===== config.mk =====
export PLATFORM = sky130hd
export DESIGN_NAME = btts_hint_match
export DESIGN_NICKNAME = d
export VERILOG_FILES = /design/src/rtl/btts_pkg.sv /design/src/rtl/btts_hint_match.sv
export SDC_FILE = /design/constraint.sdc
export NUM_CORES = 1
export LEC_CHECK = 0
export ABC_AREA = 1
export ABC_CLOCK_PERIOD_IN_PS = 2490
export BUFFER_PORTS_ARGS = -buffer_cell sky130_fd_sc_hd__buf_2
export CORE_ASPECT_RATIO = 0.9
export CORE_MARGIN = 2
export CORE_UTILIZATION = 52
export CTS_CLUSTER_DIAMETER = 120
export CTS_CLUSTER_SIZE = 14
export DETAILED_ROUTE_END_ITERATION = 6
export PLACE_DENSITY_LB_ADDON = 0.15
export SYNTH_ARGS = -nofsm -noshare
export SYNTH_HDL_FRONTEND = slang
export SYNTH_SLANG_ARGS = --single-unit

===== constraint.sdc =====
create_clock -name clk -period 2.49 [get_ports clk]
set_clock_uncertainty 0.1 [all_clocks]
set_input_delay 0.498 -clock clk [delete_from_list [all_inputs] [get_ports clk]]
set_output_delay 0.498 -clock clk [all_outputs]
set_load 0.02 [all_outputs]

===== src/rtl/btts_pkg.sv =====
// Shared types, constants and helper functions of the battery text triplet scanner.
// Used by every module of the block; depends on nothing.

package btts_pkg;

  localparam int HIST_DEPTH = 7;
  localparam int KEY_COUNT  = 14;
  localparam int KEY_BYTES  = HIST_DEPTH + 1;
  localparam int LEVEL_W    = 7;

  // Keywords are right-aligned: the final character sits in the low byte.
  localparam logic [8*KEY_BYTES-1:0] KEY_TEXT [KEY_COUNT] = '{
    64'("left"), 64'("right"), 64'("case"), 64'(" l:"), 64'(" r:"), 64'(" c:"),
    64'("l="), 64'("r="), 64'("c="), 64'("+xevent"), 64'("xevent:"),
    64'("+batt:"), 64'("battery:"), 64'("battery,")
  };
  localparam logic [3:0] KEY_LEN [KEY_COUNT] = '{
    4'd4, 4'd5, 4'd4, 4'd3, 4'd3, 4'd3, 4'd2, 4'd2, 4'd2, 4'd7, 4'd7, 4'd6, 4'd8, 4'd8
  };

  localparam logic [7:0] CHAR_UPPER_A = 8'h41;
  localparam logic [7:0] CHAR_UPPER_Z = 8'h5A;
  localparam logic [7:0] CHAR_ZERO    = 8'h30;
  localparam logic [7:0] CHAR_NINE    = 8'h39;
  localparam logic [7:0] CASE_OFFSET  = 8'h20;
  localparam logic [7:0] NUM_MAX      = 8'd255;
  localparam logic [7:0] LEVEL_MAX    = 8'd100;

  typedef struct packed {
    logic               valid;
    logic [LEVEL_W-1:0] value;
  } level_t;

  // One processed character as seen by the state-holding units.
  typedef struct packed {
    logic       fire;
    logic       last;
    logic [7:0] char_low;
  } step_t;

  typedef struct packed {
    logic               found;
    logic               left_present;
    logic [LEVEL_W-1:0] left_level;
    logic               right_present;
    logic [LEVEL_W-1:0] right_level;
    logic               holder_present;
    logic [LEVEL_W-1:0] holder_level;
  } result_t;

  function automatic logic [7:0] to_lower(input logic [7:0] c);
    if (c >= CHAR_UPPER_A && c <= CHAR_UPPER_Z) begin
      return c + CASE_OFFSET;
    end
    return c;
  endfunction

  function automatic level_t normalize_level(input logic [7:0] raw);
    level_t     r;
    logic [7:0] times_ten;
    times_ten = {raw[4:0], 3'b000} + {raw[6:0], 1'b0};
    r.valid = 1'b0;
    r.value = '0;
    if (raw >= 8'd1 && raw <= 8'd9) begin
      r.valid = 1'b1;
      r.value = times_ten[LEVEL_W-1:0];
    end else if (raw >= 8'd10 && raw <= LEVEL_MAX) begin
      r.valid = 1'b1;
      r.value = raw[LEVEL_W-1:0];
    end
    return r;
  endfunction

endpackage


===== src/rtl/btts_hint_match.sv =====
// Character history and keyword detector of the scanner.
// Depends on btts_pkg for the keyword table and step_t.

module btts_hint_match
  import btts_pkg::*;
(
  input  logic  clk,
  input  logic  rst,
  input  step_t step,
  output logic  hint_now
);

  logic [7:0] history [HIST_DEPTH];
  logic       hint_seen;
  logic [7:0] win [KEY_BYTES];
  logic       match;

  // win[0] is the current character, win[j] the one j places earlier.
  always_comb begin
    win[0] = step.char_low;
    for (int j = 1; j < KEY_BYTES; j++) begin
      win[j] = history[j-1];
    end
  end

  always_comb begin
    logic hit;
    match = 1'b0;
    for (int k = 0; k < KEY_COUNT; k++) begin
      hit = 1'b1;
      for (int j = 0; j < KEY_BYTES; j++) begin
        if (4'(j) < KEY_LEN[k] && win[j] != KEY_TEXT[k][8*j +: 8]) begin
          hit = 1'b0;
        end
      end
      match = match | hit;
    end
  end

  assign hint_now = hint_seen | match;

  always_ff @(posedge clk) begin
    if (rst) begin
      hint_seen <= 1'b0;
      for (int i = 0; i < HIST_DEPTH; i++) history[i] <= '0;
    end else if (step.fire) begin
      if (step.last) begin
        hint_seen <= 1'b0;
        for (int i = 0; i < HIST_DEPTH; i++) history[i] <= '0;
      end else begin
        hint_seen  <= hint_now;
        history[0] <= step.char_low;
        for (int i = 1; i < HIST_DEPTH; i++) history[i] <= history[i-1];
      end
    end
  end

endmodule


=== Word level (Yosys, flattened, before mapping) ===
Memory sizes are Yosys's and may differ from the RTL's.
Index checks and enable logic that the tools add are counted.

* Register bits after elaboration: 1
* Latch bits: 0
* Memory bits (writable): 56
* ROM bits: 0
* Input port bits: 12
* Logic and storage cells: 149
* Memories: 1

* Add/subtract/negate cells: 0
* Multiply operators: 0
* Div/mod/pow operators: 0
* Magnitude comparators: 0
* Equal/unequal tests: 40
* Shift operators: 0
* Mux-type cells: 79
* Bitwise logic cells: 28
* Reduce and logical (&&, ||, !) cells: 0

{| class="wikitable"
|+ Memories
! memory !! words !! width !! read ports !! clocked after memory_dff !! wr ports !! line !! RTL
|-
| history || 7 || 8 || 7 || 0 || 7 || btts_hint_match.sv:13 || <nowiki>logic [7:0] history [HIST_DEPTH];</nowiki>
|}

{| class="wikitable"
|+ Operator list
! cell !! number
|-
| $ne 8x7->1 const B || 34
|-
| $mux 8 || 14
|-
| $mux 1 || 65
|-
| $ne 8x6->1 const B || 6
|-
| $or 1x1->1 || 28
|}

=== Logic depth before layout (Yosys ltp) ===
* Depth after elaboration: 21
* Mapped depth: 12
* Depth with buffers taken out: 12

=== Worst setup path before layout ===
OpenSTA, ideal clock, no wires.

* Path type: input port to flip-flop
* Start point: input port step[9] (netlist bit)
* End point: memory history[1][0], enable pin
* Arrival: 1.347 ns
* Slack: 0.558 ns
* Cell stages on the path: 2
* Path through: nor2_1 > clkinv_1

{| class="wikitable"
|+ RTL lines
! item !! line !! RTL
|-
| start: declaration || btts_hint_match.sv:9 || <nowiki>input step_t step,</nowiki>
|-
| end: declaration || btts_hint_match.sv:13 ||
|}

==> qor.yml <==
topRoutingLayerUsed: "met4"
fin_crit_sh_pct: 93.84
worst_slack_ps: 153.3
antenna_found_initial: 0
dieArea_sq_mm: 0.006298
clkPwrFrac_pct: 40.8
fin_setup_tns_ps: 0
grt_usage_pct: 21.76
clock_latency_ps: 340
drtIter0Drc: 161
wl_um: 6227
p_per_area_mw_per_mm2: 633.3
die_h_um: 75.49
max_stage_delay_ps: 410
io_buffers: 12
synth_top_area_share_pct: 48.81
pre_cts_slack_ps: 341.9
required_ps: 1890
arrival_ps: 1740
drtAntennaViolNets: 0
path_buf_inv: 2
cts_tree: "done"
wirelength_met1_um: 2822
syn-num-nets: 398
numCtsBuffers: 9
initial_core_util_pct: 52.77
hold_ws_ps: 356.8
area_delta_synth_final_pct: 13.94
grt_pass1_vias: 2278
p_sw_mw: 0.4923
critPathTopFamily: "simple AND/OR/NAND/NOR gates"
crit_path_start_kind: "register"
vias: 2363
status: "complete, no violations"
layout_min_cycle_time_ps: 2337
finalHoldViolCount: 0
syn_area_per_cell_sq_um: 7.650
vdd_drop_max_uv: 435.7
wire_per_inst_um: 12.81
relSlewSlack_pct: 38.96
clkTransAtPathRegs_ps: 60
cp_slowest_cell: "edfxtp_1"
sequentialPowerShare_pct: 52.3
wl_met2_um: 3055
wl_met3_um: 211
synth_area_leaders: "edfxtp_1, nor2_1, nand2_1, inv_1, dfxtp_1"
layout_commonest_cell: "nor2_1"
critical_path_class: "register to output pin"
die_x_um: 83.43
stdcell_area_sq_mm: 0.003364
synth_warnings: 0
ctsLongestPathBuffers: 2
tightest_slew_ps: 914.3
antennaDiodeCount: 0
coreArea_sq_mm: 0.005595
hpwl_um: 4631
slew_violations: 0
drt_pass1_iterations: 4
clock_sinks: 57
synthesis.area_sq_mm: 0.002953
synth.distinct_cells: 18
total_leakage_power_nw: 1.410
max_freq_mhz: 428.0
final_cell_mix: "nor2_1, nand2_1, inv_1"
syn_inst: 386
seq_area_frac_synth_pct: 54.92
crit_fanout: 3
htreeDepth: 3
gp_congestion: 0.9287
p_int_mw: 1.638
grt_pass1_wl_um: 10300
nNetsFinal: 423
endpoint_kind: "output pin"
max_cap_viol_count: 0
p_comb_share_pct: 6.9
grt_max_degree: 56
grt.overflow.total: 0
switching_share_pct: 23.11
hold_path.class: "primary input to register"
setup_viol: 0
viasPerCell: 4.862
dpl_cell_area_sq_mm: 0.003088
drc: 0
synth_top_area_cell: "edfxtp_1"
crit_chain: "inv_1, nand2_1, nor2_2, nand3b_1, nor3b_2, nand3_1, nand3_2, buf_6"
ys_ff_latch: 57
io_pins: 13
drive_gt1_share_pct: 12.50
num_rows: 26
cts-root-buf: "clkbuf_8"
==> worst reg2reg max path, cell delays in order, from the launching register on <==
cell and delay (ps):
edfxtp_1 410, inv_1 90, nand2_1 60, nor2_2 160
nand3b_1 170, nor3b_2 200, nand3_1 90, nand3_2 100
nand2_1 50, nand2_1 60
==> final timing paths <==
check        cells after the start                        start                     end  slack [ps]
max                              8  history[2][4]$_SDFFCE_PN0P_                hint_now         150
min                              4                      step[8]  hint_seen$_SDFFE_PP0P_         360
max reg2reg                      9  history[2][4]$_SDFFCE_PN0P_  hint_seen$_SDFFE_PP0P_         940
min reg2reg                      2       hint_seen$_SDFFE_PP0P_  hint_seen$_SDFFE_PP0P_         360
==> state kept, by name, summed over array words and instances, names as in the netlist <==
signal,count
hint_seen,1
history,56
==> stage by stage <==
stage	util, %	power (mW)	std cells
after detailed placement	55.19	1.269	464
after global placement	55.19	1.265	464
after CTS	58.72	2.128	480
after global routing	60.13	2.212	486
final	60.13	2.131	486
after floorplan	-	1.218	386
==> Yosys cell counts <==
library cell and number:
buf_2 1, clkbuf_1 4, clkinv_1 1, dfxtp_1 9, edfxtp_1 48, inv_1 75, inv_2 1, nand2_1 81
nand3_1 6, nand3_2 1, nand3b_1 2, nand4_1 10, nor2_1 127, nor2_2 6, nor3_1 3, nor3b_2 1
o21ai_0 3, o22ai_1 7
==> cells by family after synthesis <==
kind of cell	after synthesis	synth area share (%)
AOI/OAI and AO/OA	10	1.991
and+or+nand+nor	237	32.63
buffers and inverters	82	10.47
DFF	57	54.92
==> cell type report <==
cell class | count | area [sq um]
fillers | 522 | 2231
flip-flops and latches | 57 | 1622
multi-input cells | 247 | 1050
inverters | 77 | 289.0
clock buffers | 13 | 158.9
repair buffers | 19 | 118.9
well taps | 70 | 87.58
clock inverters | 3 | 38.79
==> timing repair <==
action / CTS / global route
setup buffers: 0 / 6
endpoints found under the hold margin: 0 / 0
setup endpoints to repair: 0 / 1
hold buffers: 0 / 0
gates resized for setup: 0 / 14
==> power by group through the flow <==
stage	clock network (mW)	logic, mW	registers (mW)
global route	0.924	0.169	1.12
CTS	0.879	0.136	1.11
finish	0.870	0.147	1.11
detailed placement	0	0.136	1.13
global placement	0	0.133	1.13
floorplan	0	0.0956	1.12
==> layer usage <==
layer | vias up | GRT usage [%]
met5 | - | 0
met4 | 0 | 12.01
li1 | 1235 | -
met2 | 45 | 37.01
met1 | 1070 | 26.48
met3 | 13 | 5.092
Power figures use the tool's default switching activity.
