## src/rtl/btts_pkg.sv

```systemverilog
// Shared types, constants and helper functions of the battery text triplet scanner.
// Used by every module of the block; depends on nothing.

package btts_pkg;

  localparam int HIST_DEPTH = 7;
  localparam int KEY_COUNT  = 14;
  localparam int KEY_BYTES  = HIST_DEPTH + 1;
  localparam int LEVEL_W    = 7;

  // Keywords are right-aligned: the final character sits in the low byte.
  localparam logic [8*KEY_BYTES-1:0] KEY_TEXT [KEY_COUNT] = '{
    64'("left"), 64'("right"), 64'("case"), 64'(" l:"), 64'(" r:"), 64'(" c:"),
    64'("l="), 64'("r="), 64'("c="), 64'("+xevent"), 64'("xevent:"),
    64'("+batt:"), 64'("battery:"), 64'("battery,")
  };
  localparam logic [3:0] KEY_LEN [KEY_COUNT] = '{
    4'd4, 4'd5, 4'd4, 4'd3, 4'd3, 4'd3, 4'd2, 4'd2, 4'd2, 4'd7, 4'd7, 4'd6, 4'd8, 4'd8
  };

  localparam logic [7:0] CHAR_UPPER_A = 8'h41;
  localparam logic [7:0] CHAR_UPPER_Z = 8'h5A;
  localparam logic [7:0] CHAR_ZERO    = 8'h30;
  localparam logic [7:0] CHAR_NINE    = 8'h39;
  localparam logic [7:0] CASE_OFFSET  = 8'h20;
  localparam logic [7:0] NUM_MAX      = 8'd255;
  localparam logic [7:0] LEVEL_MAX    = 8'd100;

  typedef struct packed {
    logic               valid;
    logic [LEVEL_W-1:0] value;
  } level_t;

  // One processed character as seen by the state-holding units.
  typedef struct packed {
    logic       fire;
    logic       last;
    logic [7:0] char_low;
  } step_t;

  typedef struct packed {
    logic               found;
    logic               left_present;
    logic [LEVEL_W-1:0] left_level;
    logic               right_present;
    logic [LEVEL_W-1:0] right_level;
    logic               holder_present;
    logic [LEVEL_W-1:0] holder_level;
  } result_t;

  function automatic logic [7:0] to_lower(input logic [7:0] c);
    if (c >= CHAR_UPPER_A && c <= CHAR_UPPER_Z) begin
      return c + CASE_OFFSET;
    end
    return c;
  endfunction

  function automatic level_t normalize_level(input logic [7:0] raw);
    level_t     r;
    logic [7:0] times_ten;
    times_ten = {raw[4:0], 3'b000} + {raw[6:0], 1'b0};
    r.valid = 1'b0;
    r.value = '0;
    if (raw >= 8'd1 && raw <= 8'd9) begin
      r.valid = 1'b1;
      r.value = times_ten[LEVEL_W-1:0];
    end else if (raw >= 8'd10 && raw <= LEVEL_MAX) begin
      r.valid = 1'b1;
      r.value = raw[LEVEL_W-1:0];
    end
    return r;
  endfunction

endpackage

```

## src/rtl/btts_level_track.sv

```systemverilog
// Number gathering, level normalization and best-window tracking of the scanner.
// Depends on btts_pkg for level_t, step_t, result_t and normalize_level.

module btts_level_track
  import btts_pkg::*;
(
  input  logic    clk,
  input  logic    rst,
  input  step_t   step,
  input  logic    hint_now,
  output result_t result
);

  logic [7:0] number_accum;
  logic       in_number;
  level_t     prior_levels [2];
  logic [1:0] numbers_seen;
  logic       best_valid;
  logic [1:0] best_count;
  level_t     best_levels [3];

  logic        is_digit;
  logic [11:0] acc_wide;
  logic [7:0]  acc_new;
  logic        close_now;
  level_t      cur;
  logic [1:0]  cnt;
  logic        take_window;
  logic        found;
  level_t      fin_levels [3];
  logic        fin_best_ok;

  assign is_digit = step.char_low >= CHAR_ZERO && step.char_low <= CHAR_NINE;
  assign acc_wide = {4'b0, number_accum} * 12'd10 + {4'b0, step.char_low - CHAR_ZERO};
  assign acc_new  = !is_digit ? number_accum :
                    (acc_wide > {4'b0, NUM_MAX}) ? NUM_MAX : acc_wide[7:0];

  // At most one number closes per character: on a separator, or on the last byte.
  assign close_now = (in_number && !is_digit) || (step.last && (is_digit || in_number));
  assign cur       = normalize_level(acc_new);
  assign cnt       = 2'(prior_levels[0].valid) + 2'(prior_levels[1].valid) + 2'(cur.valid);
  assign take_window = close_now && numbers_seen == 2'd2 && (!best_valid || cnt > best_count);

  always_comb begin
    if (take_window) begin
      fin_levels[0] = prior_levels[0];
      fin_levels[1] = prior_levels[1];
      fin_levels[2] = cur;
      fin_best_ok   = cnt[1];
    end else begin
      fin_levels    = best_levels;
      fin_best_ok   = best_valid && best_count[1];
    end
    found = hint_now && fin_best_ok;
    result.found          = found;
    result.left_present   = found && fin_levels[0].valid;
    result.left_level     = result.left_present ? fin_levels[0].value : '0;
    result.right_present  = found && fin_levels[1].valid;
    result.right_level    = result.right_present ? fin_levels[1].value : '0;
    result.holder_present = found && fin_levels[2].valid;
    result.holder_level   = result.holder_present ? fin_levels[2].value : '0;
  end

  always_ff @(posedge clk) begin
    if (rst || (step.fire && step.last)) begin
      number_accum <= '0;
      in_number    <= 1'b0;
      numbers_seen <= '0;
      best_valid   <= 1'b0;
      best_count   <= '0;
      for (int i = 0; i < 2; i++) prior_levels[i] <= '0;
      for (int i = 0; i < 3; i++) best_levels[i] <= '0;
    end else if (step.fire) begin
      if (is_digit) begin
        number_accum <= acc_new;
        in_number    <= 1'b1;
      end else if (close_now) begin
        number_accum    <= '0;
        in_number       <= 1'b0;
        prior_levels[0] <= prior_levels[1];
        prior_levels[1] <= cur;
        if (numbers_seen != 2'd2) begin
          numbers_seen <= numbers_seen + 2'd1;
        end
        if (take_window) begin
          best_valid  <= 1'b1;
          best_count  <= cnt;
          best_levels <= fin_levels;
        end
      end
    end
  end

endmodule

```

## config.mk

```make
export PLATFORM = sky130hd
export DESIGN_NAME = btts_level_track
export DESIGN_NICKNAME = d
export VERILOG_FILES = /design/src/rtl/btts_pkg.sv /design/src/rtl/btts_level_track.sv
export SDC_FILE = /design/constraint.sdc
export NUM_CORES = 1
export LEC_CHECK = 0
export BUFFER_PORTS_ARGS = -buffer_cell sky130_fd_sc_hd__buf_2
export CAP_MARGIN = 40
export CORE_ASPECT_RATIO = 1.2
export CORE_UTILIZATION = 47
export CTS_CLUSTER_SIZE = 30
export DETAILED_ROUTE_END_ITERATION = 8
export HOLD_SLACK_MARGIN = 0.08
export PLACE_DENSITY = 0.68
export SKIP_CTS_REPAIR_TIMING = 1
export SYNTH_ARGS = -nofsm -noshare
export SYNTH_HDL_FRONTEND = slang
export SYNTH_SLANG_ARGS = --single-unit
```

## constraint.sdc

```tcl
create_clock -name clk -period 8.15 [get_ports clk]
set_input_delay 1.63 -clock clk [delete_from_list [all_inputs] [get_ports clk]]
set_output_delay 1.63 -clock clk [all_outputs]
set_load 0.01 [all_outputs]
```

-- Yosys cells after proc, flatten, opt, wreduce, memory -nomap -nowiden
Memory sizes are Yosys's and may differ from the RTL's.
Cells that the tools add are included.
- divide/modulo/power cells: 0
- multiply operators: 1
- order comparisons: 8
- mux-type cells: 22
- bitwise gates (word level): 3
- shift-type cells: 0
- add/sub/neg operators: 6
- reductions and logical operators: 23
- equal/unequal tests: 2
- operators with widths (kind ; number):
    8-bit 2-to-1 mux ; 8
    24-bit 2-to-1 mux ; 1
    7-bit 2-to-1 mux ; 3
    1-bit logical AND ; 13
    12-bit by 8-bit adder with 12-bit output ; 1
    12-bit by 8-bit greater-than comparator with 1-bit output (second input constant) ; 1
    8-bit by 3-bit multiplier with 11-bit output (second input constant) ; 1
    1-bit 2-to-1 mux ; 10
    8-bit by 1-bit greater-or-equal comparator with 1-bit output (second input constant) ; 1
    8-bit by 4-bit greater-or-equal comparator with 1-bit output (second input constant) ; 1
    8-bit by 6-bit greater-or-equal comparator with 1-bit output (second input constant) ; 1
    8-bit by 4-bit less-or-equal comparator with 1-bit output (second input constant) ; 1
    8-bit by 6-bit less-or-equal comparator with 1-bit output (second input constant) ; 1
    8-bit by 7-bit less-or-equal comparator with 1-bit output (second input constant) ; 1
    4-bit AND reduction ; 2
    8-bit by 6-bit subtractor with 8-bit output (second input constant) ; 1
    7-bit adder ; 1
    1-bit logical OR ; 4
    1-bit by 1-bit adder with 2-bit output ; 1
    2-bit by 1-bit adder with 2-bit output ; 1
    2-bit by 1-bit adder with 2-bit output (second input constant) ; 1
    2-bit equality test (second input constant) ; 1
    2-bit greater-than comparator ; 1
    1-bit zero test ; 2
    other kinds (5) ; 6
- memory bits (writable): 16
- memories kept: 1
- logic and storage cells: 77
- flip-flop bits (word level): 38
- input bits: 13
- bits in read-only memories: 0
- output and inout bits: 25
- latch bits: 0
- memory list (memory ; words ; bits a word ; rd ports ; clocked after memory_dff ; write ports ; RTL line ; source):
    prior_levels ; 2 ; 8 ; 2 ; 0 ; 2 ; btts_level_track.sv:16 ; level_t prior_levels [2];

-- Longest topological paths before layout
Gate-level depths: netlist of the first run.
- word-level depth: 17
- mapped depth: 27
- mapped depth without buffers: 27

-- Worst setup path before layout of the first run
OpenSTA, ideal clock, no wires.
- kind: input port to output port
- from: in step[4] in the netlist's numbering
- to: out result[5] in the netlist's numbering
- arrival time: 6.182 ns
- slack: 0.338 ns
- stages: 22
- path buffers: 2
- path through: a21oi_1 -> xor2_1 -> ha_1 -> or4_4 -> or3_4 -> o31ai_4 -> o211ai_2 -> o41ai_4 -> a31oi_4 -> nor2_1 -> inv_1 -> fa_1 -> inv_1 -> ha_1 -> nand2_1 -> o21ai_0 -> nand2_1 -> o2111a_1 -> clkbuf_1 -> clkbuf_1 -> nor2_1 -> a211oi_1
- RTL lines (item ; RTL line ; source):
    from (decl) ; btts_level_track.sv:9 ; input step_t step,
    to (decl) ; btts_level_track.sv:11 ; output result_t result

==> impl_metrics.tcl, run 1 <==
set metrics [dict create \
    status "complete, no violations" \
    clk_latency_ns 0.31 \
    yosys.area_share.simple_pct 23.3 \
    globalRouteOverflowTotal 0 \
    async_flop_share_pct 0 \
    cts_sinks 54 \
    fin_crit_ns 7.93 \
    die_w_um 82.9 \
    nNetsFinal 547 \
    routabilityCongestion 0.895 \
    crit_path_top_delay_cell "fa_1" \
    critical_path.max_fanout 6 \
    synth_edf_count 16 \
    postSynthCellCount 465 \
    ir_drop_mv 0.0931 \
    grt_pass1_wl_mm 15.4 \
    r2r_end "best_levels[0]" \
    place_hpwl_mm 6.77 \
    grt_pass1_vias 3248 \
    cts_root_buf "clkbuf_8" \
    p_leak_nw 1.63 \
    drc_errors 0 \
    hold_start "best_levels[21]" \
    relSlewSlack_pct 45.0 \
    start_util_pct 48.2 \
    critPathRequiredTime_ns 6.52 \
    synth_xor_area_share_pct 2.61 \
    arrival_ns 6.30 \
    port_buffers 37 \
    worstReg2RegStart "number_accum[3]" \
    synth.distinct_cells 62 \
    synth_nets 505 \
    pre_cts_ws_ns -0.0207 \
    ys_ff_latch 54 \
    vias_per_cell 5.80 \
    utilization_pct 55.2 \
    layout_commonest_cell "nand2_1" \
    io_pins 38 \
    dr.pass1.iters 4 \
    wl_per_cell_um 15.3 \
    synth_compound_area_share_pct 26.7 \
    dr.first_iter.drc_count 168 \
    avgSynthCellArea_um2 7.94 \
    yosysTopAreaCell "dfxtp_1" \
    core_area_mm2 0.00766 \
    synthTopCellsByArea "dfxtp_1, edfxtp_1, nand2_1, ha_1, a21oi_1" \
    slew_violations 0 \
    grt_use_total_pct 23.0 \
    yosys_most_used_dff "dfxtp_1" \
    antenna_left 0 \
    fin_crit_sh_pct 97.3 \
    synth_area_mm2 0.00369 \
    skew_ns 0.00956 \
    row_count 35 \
    syn_to_final_growth_pct 14.5 \
    routed-via-count 3477 \
    clkSlewWorstSetupHoldPaths_ns 0.10 \
    antenna_found_initial 0 \
    grt_max_degree 35 \
    rr_worst_depth 26 \
    crit_path_start_kind "input pin" \
    cp-endpoint "result[0]" \
    r2r_slack_ns 1.92 \
    final-setup-viol-count 0 \
    power.density_mw_per_mm2 120 \
    min_path_type "flip-flop to flip-flop" \
    synthMuxAreaShare_pct 0 \
    ys_seq_area_share_pct 33.6 \
    slowest_delay_ns 0.41 \
    drt-total-wl_mm 9.17 \
    hold_violations 0 \
    cts_tree "done" \
    cts-buffers-inserted 5 \
    htree_levels 2 \
    cp-startpoint "step[1]" \
    maxCapViolCount 0 \
    synth_top_family_by_area "compound AO/OA/AOI/OAI gates" \
    die_y_um 99.1 \
    criticalPathCategory "input pin to primary output" \
    drive_above_1_share_pct 18.3 \
    worst_pin_slew_ns 0.822 \
    yosysWarnings 0 \
    synth_fa_ha_area_share_pct 9.76 \
    finalWorstSetupSlack_ns 0.218 \
    final_cell_mix "nand2_1, a21oi_1, nor2_1, dfxtp_1, buf_2" \
    dieArea_mm2 0.00821 \
    max_freq_mhz 126 \
    insertedDiodeCount 0 \
    synth_top_area_share_pct 20.6 \
    end_kind "primary output" \
    finalPower_uw 507 \
    clk_path_buf_depth 2 \
]
==> state kept, by name, summed over array words and instances (netlist names) <==
name          count
best_levels      24
prior_levels     16
number_accum      8
best_count        2
numbers_seen      2
best_valid        1
in_number         1
==> worst max-delay path, delay by kind of cell <==
kind | cells | cell delay (ns)
buffers and inverters | 5 | 0.60
AOI/OAI and AO/OA | 10 | 1.79
adders and majority gates | 4 | 1.14
and+or+nand+nor | 7 | 1.13
==> per-stage QoR <==
| stage | cells | cell area (um2) | TNS, ns | hold slack, ns |
|---|---|---|---|---|
| floorplan | 465 | 3690 | 0 | 0.437 |
| global placement | 589 | 4030 | 0 | 0.442 |
| detailed placement | 589 | 4030 | -0.107 | 0.447 |
| CTS | 597 | 4130 | -0.238 | 0.462 |
| global route | 600 | 4230 | -0.276 | 0.490 |
| finish | 600 | 4230 | 0 | 0.459 |
==> cell families (layout without fill, tap and decap cells) <==
family                     after synthesis  in the layout
AOI/OAI and AO/OA                      146            146
xor gates and xnor gates                11             11
adders and majority gates               27             27
buffers and inverters                   38             81
DFF                                     54             54
and+or+nand+nor                        189            189
==> synth_stat cells, drive strengths merged (8+ instances only) <==
cell,number
o21ai,28
a21oi,57
xnor2,10
dfxtp,38
inv,17
a211oi,12
nor2,40
nand2,96
clkbuf,18
ha,24
edfxtp,16
and2,12
o22ai,9
nand3,8
==> layer usage <==
layer,vias to the layer above,track usage [%],wire [um]
li1,1733,-,-
met5,-,0,0
met1,1614,26.5,3820
met4,0,8.89,231
met3,20,2.35,376
met2,110,43.6,4750
==> final cells by class <==
| class | instances | area, um2 |
|---|---|---|
| fill | 721 | 3440 |
| multi-input combinational | 373 | 2370 |
| sequential | 54 | 1240 |
| timing repair buffer | 56 | 339 |
| tap | 92 | 115 |
| clock buffer | 5 | 68.8 |
| inverter | 17 | 63.8 |
| clock inverter | 3 | 25.0 |
==> worst min-delay path by stage <==
stage	to	slack, ns	cells after the start
floorplan	best_levels[0]	0.44	2
global placement	best_levels[21]	0.44	2
detailed placement	best_levels[22]	0.45	2
CTS	best_levels[21]	0.46	2
global route	best_levels[22]	0.49	2
finish	best_levels[21]	0.46	2
==> where the power goes <==
group | switching, mW | internal, mW
registers | 0.00341 | 0.280
logic | 0.0407 | 0.0268
clock network | 0.0934 | 0.0622
total | 0.138 | 0.369
Note: power is estimated with default switching activity, not from simulation.
==> run 2, diff against run 1 <==
CORE_ASPECT_RATIO = unset   (was 1.2)
==> impl_metrics.tcl, run 2 (same netlist as run 1, synthesis figures left out) <==
set metrics [dict create \
    grt_use_total_pct 23.6 \
    top_register "best_levels" \
    cts_sinks 54 \
    p_leak_nw 1.67 \
    routabilityCongestion 0.927 \
    arrival_ns 6.39 \
    syn_to_final_growth_pct 17.8 \
    dr.pass1.iters 5 \
    regArea_mm2 0.00124 \
    row_count 31 \
    rsz0062_at_grt "true" \
    crit_path_top_delay_cell "fa_2" \
    globalRouteOverflowTotal 0 \
    critical_path.max_fanout 6 \
    vias_per_cell 5.87 \
    multi_input_area_mm2 0.00242 \
    drt-total-wl_mm 9.89 \
    nNetsFinal 554 \
    die_y_um 90.6 \
    cts-buffers-inserted 5 \
    grt_pass1_wl_mm 15.8 \
    finalPower_uw 539 \
    clk_latency_ns 0.31 \
    fin_crit_ns 8.02 \
    relSlewSlack_pct 43.4 \
    dr.first_iter.drc_count 214 \
    fin_crit_sh_pct 98.4 \
    slowest_delay_ns 0.53 \
    layout_commonest_cell "nand2_1" \
    start_util_pct 49.8 \
    cts_tree "done" \
    ir_drop_mv 0.0714 \
    clk_path_buf_depth 2 \
    criticalPathCategory "input pin to primary output" \
    layout.filler_cells 671 \
    final_cell_mix "nand2_1, a21oi_1, dfxtp_1" \
    status "complete, no violations" \
    largest_reg_flops 24 \
    core_area_mm2 0.00741 \
    dieArea_mm2 0.00821 \
    skew_ns 0.00654 \
    top_regs "best_levels (24), prior_levels (16), number_accum (8)" \
    power.density_mw_per_mm2 124 \
    place_hpwl_mm 7.04 \
    routed-via-count 3603 \
    drc_errors 0 \
    worst_hold_slack_ns 0.460 \
    worst_pin_slew_ns 0.846 \
    io_pins 38 \
    insertedDiodeCount 0 \
    grt_max_degree 34 \
    slew_violations 0 \
    antenna_found_initial 0 \
    port_buffers 37 \
    pre_cts_ws_ns -0.00837 \
    hold_violations 0 \
    path_buf_inv 5 \
    critPathRequiredTime_ns 6.52 \
    htree_levels 2 \
    die_w_um 90.6 \
    maxCapViolCount 0 \
    cts_root_buf "clkbuf_8" \
    clkSlewWorstSetupHoldPaths_ns 0.10 \
    wl_per_cell_um 16.1 \
    crit_path_start_kind "input pin" \
    cp_top_family "compound AO/OA/AOI/OAI gates" \
    max_freq_mhz 125 \
    final-setup-viol-count 0 \
    drive_above_1_share_pct 20.8 \
    antenna_left 0 \
    finalWorstSetupSlack_ns 0.130 \
    min_path_type "flip-flop to flip-flop" \
    end_kind "primary output" \
    grt_pass1_vias 3232 \
]
[run 2: cell count changes in the layout (fill, tap and decap cells not counted), sizes merged]
| cell | delta |
|---|---|
| buf | +7 |
| bufinv | +1 |
| clkbuf | +1 |
| clkinv | -1 |
| inv | -1 |
[run 2: through the flow]
stage	setup TNS [ns]	area [um2]	std cells	util [%]
after floorplan	0	3690	465	-
after global placement	0	4070	599	54.9
after detailed placement	-0.00837	4070	599	54.9
after CTS	-0.0703	4180	607	56.4
after global routing	-0.144	4350	614	58.7
final	0	4350	614	58.7
[run 2: area by class of cell]
| cell class | instances | area share [%] |
|---|---|---|
| Clock buffer | 6 | 1.67 |
| Clock inverter | 2 | 0.864 |
| Inverter | 17 | 1.47 |
| Multi-Input combinational cell | 373 | 55.6 |
| Sequential cell | 54 | 28.6 |
| Tap cell | 99 | 2.85 |
| Timing Repair Buffer | 63 | 9.01 |
[run 2: worst paths after layout]
kind,from,to,slack [ns],cells past startpoint
worst min register to register,best_levels[16],best_levels[16],0.46,2
worst min-delay path,best_levels[16],best_levels[16],0.46,2
worst max register to register,number_accum[4],best_levels[7],1.64,26
worst max-delay path,step[4],result[5],0.13,26
[run 2: worst reg2reg max path: cells and delay by family (launching register included)]
kind | cells | cell delay, ns
AO/OA/AOI/OAI | 9 | 1.66
flip-flops | 1 | 0.56
adder cells (fa/ha/maj) | 5 | 1.55
buffers and inverters | 4 | 0.67
AND/OR/NAND/NOR | 8 | 2.00
[run 2: metal layers]
| metal | part of all wire (%) | track usage (%) | vias up | wire [um] |
|---|---|---|---|---|
| met4 | 1.3 | 4.97 | 0 | 131 |
| met3 | 6.1 | 2.86 | 14 | 601 |
| met2 | 44 | 37.2 | 136 | 4380 |
| met1 | 48 | 34.5 | 1700 | 4780 |
| met5 | 0 | 0 | - | 0 |
| li1 | - | - | 1753 | - |
[run 2: where the power goes]
part / internal [mW] / total (mW) / switching, mW
clock network: 0.0918 / 0.183 / 0.0908
logic: 0.0297 / 0.0732 / 0.0435
registers: 0.280 / 0.284 / 0.00327
